==> src/nsc_pkg.sv <==
// Shared types and character constants for the NMEA sentence checker.
`default_nettype none
package nsc_pkg;

    localparam int MAX_LINE_DEF = 128;

    localparam logic [7:0] CH_DOLLAR  = 8'h24;
    localparam logic [7:0] CH_STAR    = 8'h2A;
    localparam logic [7:0] CH_CR      = 8'h0D;
    localparam logic [7:0] CH_LF      = 8'h0A;
    localparam logic [7:0] CH_ZERO    = 8'h30;
    localparam logic [7:0] CH_NINE    = 8'h39;
    localparam logic [7:0] CH_UPPER_A = 8'h41;
    localparam logic [7:0] CASE_MASK  = 8'hDF;
    localparam logic [7:0] HEX_TEN    = 8'd10;

    localparam int RESULT_W = 26;
    localparam int M_TDATA_W = 32;

    // Packed from checksum_ok (MSB) down to line_length (LSB)
    typedef struct packed {
        logic       checksum_ok;
        logic       star_present;
        logic [7:0] received_sum;
        logic [7:0] computed_sum;
        logic [7:0] line_length;
    } nsc_result_t;

    function automatic logic [7:0] hex_value(input logic [7:0] c);
        logic [7:0] v;
        if (c > CH_NINE) begin
            v = (c & CASE_MASK) + HEX_TEN - CH_UPPER_A;
        end else begin
            v = c - CH_ZERO;
        end
        return v;
    endfunction

endpackage
`default_nettype wire

==> src/nsc_line_tracker.sv <==
// Per-line state: length count, running XOR, star and checksum digit decode.
`default_nettype none
module nsc_line_tracker
    import nsc_pkg::*;
#(
    parameter int MAX_LINE = MAX_LINE_DEF
) (
    input  wire logic        aclk,
    input  wire logic        aresetn,
    input  wire logic        fire,
    input  wire logic [7:0]  rx_byte,
    output logic             result_valid,
    output nsc_result_t      result
);

    localparam logic [7:0] MAX_COUNT = 8'(MAX_LINE);

    logic       in_line_reg,    in_line_next;
    logic [7:0] count_reg,      count_next;
    logic [7:0] xor_reg,        xor_next;
    logic       star_reg,       star_next;
    logic [1:0] digits_reg,     digits_next;
    logic [7:0] sum_reg,        sum_next;
    logic [7:0] digit_val;

    assign digit_val = hex_value(rx_byte);

    always_ff @(posedge aclk) begin
        if (!aresetn) begin
            in_line_reg <= 1'b0;
            count_reg   <= '0;
            xor_reg     <= '0;
            star_reg    <= 1'b0;
            digits_reg  <= '0;
            sum_reg     <= '0;
        end else begin
            in_line_reg <= in_line_next;
            count_reg   <= count_next;
            xor_reg     <= xor_next;
            star_reg    <= star_next;
            digits_reg  <= digits_next;
            sum_reg     <= sum_next;
        end
    end

    always_comb begin
        in_line_next = in_line_reg;
        count_next   = count_reg;
        xor_next     = xor_reg;
        star_next    = star_reg;
        digits_next  = digits_reg;
        sum_next     = sum_reg;
        result_valid = 1'b0;

        result.line_length  = count_reg;
        result.computed_sum = xor_reg;
        result.received_sum = star_reg ? sum_reg : 8'h00;
        result.star_present = star_reg;
        result.checksum_ok  = star_reg && (digits_reg == 2'd2) && (sum_reg == xor_reg);

        if (fire) begin
            if (!in_line_reg) begin
                if (rx_byte == CH_DOLLAR) begin
                    in_line_next = 1'b1;
                    count_next   = 8'd1;
                    xor_next     = '0;
                    star_next    = 1'b0;
                    digits_next  = '0;
                    sum_next     = '0;
                end
            end else if (rx_byte == CH_LF || count_reg >= MAX_COUNT) begin
                // end of line emits; overlong line drops silently
                if (rx_byte == CH_LF) begin
                    result_valid = 1'b1;
                end
                if (rx_byte == CH_LF || rx_byte != CH_CR) begin
                    in_line_next = 1'b0;
                    count_next   = '0;
                    xor_next     = '0;
                    star_next    = 1'b0;
                    digits_next  = '0;
                    sum_next     = '0;
                end
            end else if (rx_byte != CH_CR) begin
                count_next = count_reg + 8'd1;
                if (!star_reg) begin
                    if (rx_byte == CH_STAR) begin
                        star_next = 1'b1;
                    end else begin
                        xor_next = xor_reg ^ rx_byte;
                    end
                end else if (digits_reg == 2'd0) begin
                    sum_next    = {digit_val[3:0], 4'h0};
                    digits_next = 2'd1;
                end else if (digits_reg == 2'd1) begin
                    sum_next    = sum_reg | digit_val;
                    digits_next = 2'd2;
                end
            end
        end
    end

    a_idle_clear: assert property (@(posedge aclk) disable iff (!aresetn)
        !in_line_reg |-> (count_reg == 8'd0 && !star_reg && digits_reg == 2'd0))
        else $error("idle with stale line state");

    a_count_bound: assert property (@(posedge aclk) disable iff (!aresetn)
        in_line_reg |-> (count_reg != 8'd0 && count_reg <= MAX_COUNT))
        else $error("line count out of range");

    a_emit_ends_line: assert property (@(posedge aclk) disable iff (!aresetn)
        result_valid |=> !in_line_reg)
        else $error("line still open after result");

    a_digits_need_star: assert property (@(posedge aclk) disable iff (!aresetn)
        (digits_reg != 2'd0) |-> star_reg)
        else $error("checksum digits without star");

endmodule
`default_nettype wire

==> config.mk <==
export PLATFORM = sky130hd
export DESIGN_NAME = nsc_line_tracker
export DESIGN_NICKNAME = d
export VERILOG_FILES = /design/src/nsc_pkg.sv /design/src/nsc_line_tracker.sv
export SDC_FILE = /design/constraint.sdc
export NUM_CORES = 1
export LEC_CHECK = 0
export BUFFER_PORTS_ARGS = -buffer_cell sky130_fd_sc_hd__buf_2
export CORE_ASPECT_RATIO = 0.75
export CORE_MARGIN = 2
export CORE_UTILIZATION = 50
export CTS_CLUSTER_SIZE = 30
export DETAILED_ROUTE_END_ITERATION = 7
export GPL_ROUTABILITY_DRIVEN = 0
export GPL_TIMING_DRIVEN = 0
export HOLD_SLACK_MARGIN = 0.08
export MAX_ROUTING_LAYER = met4
export PLACE_DENSITY = 0.76
export REMOVE_ABC_BUFFERS = 1
export SETUP_SLACK_MARGIN = 0.15
export SLEW_MARGIN = 25
export SYNTH_ARGS = -nofsm -noshare
export SYNTH_HDL_FRONTEND = slang
export SYNTH_SLANG_ARGS = --single-unit
==> constraint.sdc <==
create_clock -name aclk -period 1.7 [get_ports aclk]
set_input_delay 0.085 -clock aclk [delete_from_list [all_inputs] [get_ports aclk]]
set_output_delay 0.085 -clock aclk [all_outputs]
set_load 0.005 [all_outputs]
==> implementation parameters, run 1 <==
Parameter                              Value

Run status
  Result of the run ... finished, violations left
  Violations in the final reports ... setup timing

Power
  Power per standard cell area ... 471 nW/µm²
  Overall power after layout ... 1.34 mW
  P_leak ... 1.13 nW
  Power share of the clock group ... 0.341
  Cell-internal power ... 946 µW
  Worst IR Drop VDD ... 0.000328 V
  Share of total power in combinational logic ... 0.171
  Power dissipated by switching net loads ... 393 µW
  Sw Ratio ... 0.294
  Share of power burned in registers ... 0.488

Synth
  Number of warnings printed during yosys synthesis ... 0
  Async set or reset register ratio after synthesis ... 0
  Synthesized area per cell ... 8.01 µm²
  Primary flip-flop cell chosen by synthesis mapping ... sky130_fd_sc_hd__dfxtp_1
  Library cells used by synthesis ... 47
  Post-synth EDFFs ... 0
  Post-synth design cell area ... 1980 µm²
  Share of the yosys chip area belonging to registers ... 0.283
  Post-Syn Instances ... 247
  Number of synthesized register bits ... 28

Finish
  Net count, final ... 334
  Number of antenna repair diodes ... 0
  Share of final-layout standard cells stronger than drive strength 1 ... 0.447
  Share of the core filled with cells in the final layout ... 0.762
  Fill cells ... 233
  Final cell area excluding filler cells ... 2850 µm²
  Leading cell types in the layout, fill and taps excluded ... sky130_fd_sc_hd__buf_2, sky130_fd_sc_hd__buf_4, sky130_fd_sc_hd__dfxtp_1, sky130_fd_sc_hd__inv_1, sky130_fd_sc_hd__xnor2_1
  Most common cell after layout, fill and taps aside ... sky130_fd_sc_hd__buf_2
  Growth of design area from synthesis to finish ... 43.7%

CTS
  Clock Sinks ... 28
  Post-CTS clock slew at the launch and capture registers of the worst setup and hold paths ... 0.11 ns
  Maximum clock insertion buffer count ... 2
  Number of hold buffers added after CTS ... 0
  Maximum level of the CTS H-tree ... 1
  Clock tree from TritonCTS ... yes
  Inserted Clock Buffers ... 3
  Root buffer cell ... sky130_fd_sc_hd__clkbuf_8
  Insertion delay to the later sink of the worst-skew pair ... 0.29 ns

Timing
  RSZ-0062 raised after global routing ... yes
  Slack of the critical path ... -0.147 ns
  Clock skew ... 0.00372 ns
  Smallest hold slack ... 0.115 ns
  Aggregate negative setup slack ... -0.200 ns
  Slew of the pin with the lowest slew margin ... 0.716 ns
  Final Cycle Share ... 1.09
  Max Transition Viols Final ... 0
  Headroom to the max-slew limit ... 0.517
  Number of endpoints with negative hold slack in the final report ... 0
  Tmin final ... 1.85 ns
  Final setup violation count ... 2
  Achievable frequency ... 541 MHz

Setup path
  Data arrival time at the worst-slack endpoint ... 2.04 ns
  Start-to-end type of the worst setup path ... in2reg
  R2R Setup Slk ... 0.05 ns
  Required time at the endpoint of the critical path ... 1.90 ns
  CP Capture Type ... register
  Launching element type of the critical path ... primary input
  Biggest fanout along the worst timing path ... 8

Floorplan
  Full die area ... 4480 µm²
  Number of ports placed on the die boundary ... 38
  Placeable Area ... 3730 µm²
  Die extent in x ... 76.7 µm
  Die span in y ... 58.5 µm
  Standard-cell rows ... 19
  Initial Util ... 0.530

Placement
  Instance area after placement ... 2130 µm²
  Port Buffer Count ... 37
  Detail Placement HPWL ... 3.63 mm

Detailed routing
  Vias ... 2,423
  Ratio of routed vias to standard cells ... 6.67
  Drt total wl ... 8.38 mm
  Number of antenna-violating nets in the routed design ... 0
  Residual DRC ... 0
  Violation count after the first detailed-route iteration ... 382
  Detail-routed net length per standard cell ... 23.1 µm
  Number of iterations in the first detailed-routing pass ... 5

GRT
  GRT Resource Usage Total ... 0.307
  GR Overflow Total ... 0
  Via count of the first global-routing pass ... 2,057
  Maximum number of pins on one net before global-route repair ... 16
  Global-route wire length before repair ... 10.4 mm
  Number of antenna violations at the first check in global routing ... 0

Job
  Count of max-cap constraint violations ... 0

Hold path
  Worst min-delay path class ... in2reg
==> cell usage after synthesis, drive strengths merged, types with 3 or more instances <==
| library cell | instances | area share |
|---|---|---|
| nand2 | 14 | 0.027 |
| nor2b | 3 | 0.0095 |
| xnor2 | 15 | 0.066 |
| and2 | 12 | 0.038 |
| nor3 | 6 | 0.015 |
| nand4 | 13 | 0.041 |
| a31o | 8 | 0.035 |
| nand3 | 11 | 0.030 |
| clkbuf | 3 | 0.0057 |
| buf | 11 | 0.044 |
| ha | 11 | 0.070 |
| a21oi | 19 | 0.054 |
| dfxtp | 28 | 0.28 |
| and3 | 4 | 0.015 |
| nor2 | 17 | 0.032 |
| nor4 | 7 | 0.022 |
| inv | 25 | 0.047 |
| o21ai | 12 | 0.034 |
==> cell families (layout without fill, tap and decap cells) <==
group | count (synthesis) | count (layout) | share of synthesized area
adder cells (fa/ha/maj) | 11 | 11 | 0.0695
XOR/XNOR | 15 | 15 | 0.0664
AO/OA/AOI/OAI | 62 | 62 | 0.233
flip-flops | 28 | 28 | 0.283
multiplexers | 2 | 2 | 0.0101
AND/OR/NAND/NOR | 90 | 92 | 0.241
buffers and inverters | 39 | 101 | 0.0967
==> metal layers <==
metal	share of wire	GRT usage
met5	0	-
met4	0.060	0.119
met3	0.12	0.0782
met1	0.39	0.394
met2	0.43	0.473
==> power by group through the flow <==
| stage | registers, mW | logic (mW) | clock network, mW |
|---|---|---|---|
| 6_report | 0.654 | 0.229 | 0.456 |
| 3_5_place_dp | 0.672 | 0.124 | 0 |
| 2_1_floorplan | 0.672 | 0.0693 | 0 |
| 4_1_cts | 0.654 | 0.167 | 0.434 |
| 3_3_place_gp | 0.672 | 0.120 | 0 |
| 5_1_grt | 0.654 | 0.233 | 0.469 |
==> stage by stage <==
| step | setup WS (ns) | instances |
|---|---|---|
| floorplan | -0.307 | 233 |
| global placement | -0.976 | 322 |
| detailed placement | -0.674 | 322 |
| CTS | 0.137 | 347 |
| global route | -0.121 | 363 |
| finish | -0.147 | 363 |
==> path summary, 6_finish.rpt <==
kind,start,end,cells past startpoint
max,rx_byte[4],sum_reg[6]$_SDFFE_PN0P_,7
min,rx_byte[5],xor_reg[5]$_SDFFE_PN0P_,3
max reg2reg,in_line_reg$_SDFFE_PN0P_,sum_reg[6]$_SDFFE_PN0P_,8
min reg2reg,sum_reg[3]$_SDFFE_PN0P_,sum_reg[3]$_SDFFE_PN0P_,2
==> worst max-delay path, cell delays in order <==
cell and delay, ns:
sky130_fd_sc_hd__buf_4 0.15, sky130_fd_sc_hd__ha_1 0.25, sky130_fd_sc_hd__nand3_1 0.18, sky130_fd_sc_hd__and2_1 0.30, sky130_fd_sc_hd__o21ai_0 0.61, sky130_fd_sc_hd__a31oi_4 0.19
sky130_fd_sc_hd__a41o_1 0.27
==> final cells by class <==
class                           instances  area (µm²)  share of cell area
Sequential cell                        28         569               0.200
Clock buffer                            4        55.1              0.0193
Timing Repair Buffer                   72         494               0.174
Inverter                               25        98.8              0.0347
Tap cell                               52        65.1              0.0229
Multi-Input combinational cell        182        1560               0.549
==> timing repair <==
| item | CTS | global route |
|---|---|---|
| endpoints found under the setup margin | 28 | 27 |
| cloned | 2 | 0 |
| pin swaps | 7 | 16 |
| resized for setup | 32 | 47 |
| setup buffers | 19 | 16 |
No activity file was read; power rests on OpenSTA's default activity.
==> inputs of run 2 (changes only) <==
Settings changed: CORE_UTILIZATION 50 to 40, HOLD_SLACK_MARGIN 0.08 to unset, PLACE_DENSITY 0.76 to unset.
==> implementation parameters, run 2 (same netlist as run 1, synthesis figures left out) <==
Parameter                              Value

Run status
  Result of the run ... finished clean

Power
  Share of power burned in registers ... 0.521
  Cell-internal power ... 928 µW
  Power per standard cell area ... 476 nW/µm²
  Power share of the clock group ... 0.337
  Power dissipated by switching net loads ... 326 µW
  P_leak ... 1.04 nW
  Worst IR Drop VDD ... 0.000301 V
  Sw Ratio ... 0.260
  Share of total power in combinational logic ... 0.141

Timing
  Headroom to the max-slew limit ... 0.663
  Number of endpoints with negative hold slack in the final report ... 0
  Slew of the pin with the lowest slew margin ... 0.504 ns
  RSZ-0062 raised after global routing ... yes
  Final setup violation count ... 0
  Max Transition Viols Final ... 0
  Aggregate negative setup slack ... 0 ns
  Tmin final ... 1.58 ns
  Achievable frequency ... 632 MHz
  Final Cycle Share ... 0.931
  Clock skew ... 0.00299 ns
  Smallest hold slack ... 0.0962 ns

Setup path
  Delay of the slowest critical-path stage ... 0.55 ns
  Launching element type of the critical path ... primary input
  Data arrival time at the worst-slack endpoint ... 1.81 ns
  Biggest fanout along the worst timing path ... 7
  Reg-to-Reg End ... sum_reg[6]$_SDFFE_PN0P_
  Series of cell instances along the critical path ... buf_2 -> inv_2 -> ha_1 -> nand4_1 -> nand2_1 -> or4_1 -> a31oi_4 -> a41o_1
  CP Capture Type ... register
  Cell family with most CP delay ... simple AND/OR/NAND/NOR gates
  Start-to-end type of the worst setup path ... in2reg
  Cell with the biggest individual delay on the critical path ... sky130_fd_sc_hd__or4_1
  R2R Setup Slk ... 0.16 ns
  Required time at the endpoint of the critical path ... 1.93 ns
  Buffers and inverters on the worst path ... 2
  Reg2reg start ... in_line_reg$_SDFFE_PN0P_
  Worst reg-to-reg path cell count ... 6

Placement
  Detail Placement HPWL ... 3.62 mm
  Port Buffer Count ... 37

Finish
  Leading cell types in the layout, fill and taps excluded ... sky130_fd_sc_hd__buf_2, sky130_fd_sc_hd__dfxtp_1, sky130_fd_sc_hd__inv_1, sky130_fd_sc_hd__buf_4, sky130_fd_sc_hd__nor2_1
  Net count, final ... 321
  Multi-input gate area ... 1450 µm²
  Fill cells ... 423
  FF+latch area ... 569 µm²
  Growth of design area from synthesis to finish ... 33.1%
  Share of final-layout standard cells stronger than drive strength 1 ... 0.383
  Number of antenna repair diodes ... 0
  Most common cell after layout, fill and taps aside ... sky130_fd_sc_hd__buf_2

Detailed routing
  Residual DRC ... 0
  Vias ... 2,044
  Number of antenna-violating nets in the routed design ... 0
  Number of iterations in the first detailed-routing pass ... 5
  Drt total wl ... 5.86 mm
  Violation count after the first detailed-route iteration ... 207
  Detail-routed net length per standard cell ... 16.4 µm
  Ratio of routed vias to standard cells ... 5.71

GRT
  GR Overflow Total ... 0
  Maximum number of pins on one net before global-route repair ... 16
  Via count of the first global-routing pass ... 1,828
  GRT Resource Usage Total ... 0.216
  Number of antenna violations at the first check in global routing ... 0
  Global-route wire length before repair ... 9.18 mm

CTS
  Inserted Clock Buffers ... 3
  Post-CTS clock slew at the launch and capture registers of the worst setup and hold paths ... 0.09 ns
  Insertion delay to the later sink of the worst-skew pair ... 0.28 ns
  Maximum level of the CTS H-tree ... 1
  Root buffer cell ... sky130_fd_sc_hd__clkbuf_8
  Number of hold buffers added after CTS ... 0
  Maximum clock insertion buffer count ... 2
  Clock tree from TritonCTS ... yes
  Clock Sinks ... 28

Floorplan
  Standard-cell rows ... 22
  Placeable Area ... 4820 µm²
  Number of ports placed on the die boundary ... 38
  Die extent in x ... 85.2 µm
  Die span in y ... 64.9 µm
  Initial Util ... 0.411
  Full die area ... 5530 µm²

Hold path
  Worst min-delay path class ... in2reg
  Number of cells traversed by the worst hold path ... 3
  Hold Path Sink ... xor_reg[4]$_SDFFE_PN0P_
  Worst Hold Launch ... rx_byte[4]

Job
  Count of max-cap constraint violations ... 0
-- run 2: cell type report --
type	instances	area share
multi-input combinational	182	0.551
clock buffer	4	0.0209
timing repair buffer	59	0.148
sequential	28	0.216
tap	60	0.0285
inverter	25	0.0356
-- run 2: worst reg2reg max path, delay by kind of cell, from the launching register on --
kind | cells | cell delay [ns]
AO/OA/AOI/OAI | 3 | 0.71
buffers and inverters | 2 | 0.28
flip-flops | 1 | 0.40
AND/OR/NAND/NOR | 1 | 0.04
-- run 2: how the worst max path moves through the flow --
stage	depth (start not counted)	slack, ns	to	from
after CTS	8	0.15	sum_reg[6]$_SDFFE_PN0P_	rx_byte[4]
after global routing	8	0.06	sum_reg[5]$_SDFFE_PN0P_	rx_byte[1]
after floorplan	7	-0.31	xor_reg[0]$_SDFFE_PN0P_	rx_byte[6]
final	8	0.12	sum_reg[6]$_SDFFE_PN0P_	rx_byte[1]
after global placement	8	-1.06	xor_reg[5]$_SDFFE_PN0P_	rx_byte[6]
after detailed placement	8	-0.68	xor_reg[0]$_SDFFE_PN0P_	rx_byte[6]
-- run 2: metal layers --
metal,GRT usage,share of wire,vias up
met5,-,0,-
met4,0.0516,0.0065,0
met3,0.0268,0.068,7
met2,0.326,0.44,86
met1,0.309,0.48,961
li1,-,-,990
-- run 2: repair_timing --
action | 4_1_cts | 5_1_grt
pin swaps | 7 | 12
setup buffers | 13 | 9
resized for setup | 24 | 30
setup endpoints to repair | 27 | 26
cloned | 2 | 0
hold endpoints to repair | 0 | 0
-- run 2: per-stage QoR --
stage	instance area, µm²	util	power (mW)	instances	worst slack, ns
after floorplan	1880	-	0.741	233	-0.307
after global placement	2140	0.445	0.797	330	-1.06
after detailed placement	2140	0.445	0.796	330	-0.680
after CTS	2420	0.503	1.25	349	0.150
after global routing	2630	0.547	1.30	358	0.0577
final	2630	0.547	1.25	358	0.117
-- run 2: power groups by stage --
stage	clock [mW]	sequential [mW]	combinational [mW]
floorplan	0	0.672	0.0693
global placement	0	0.672	0.125
detailed placement	0	0.672	0.124
CTS	0.439	0.654	0.152
global route	0.460	0.654	0.190
finish	0.423	0.654	0.177
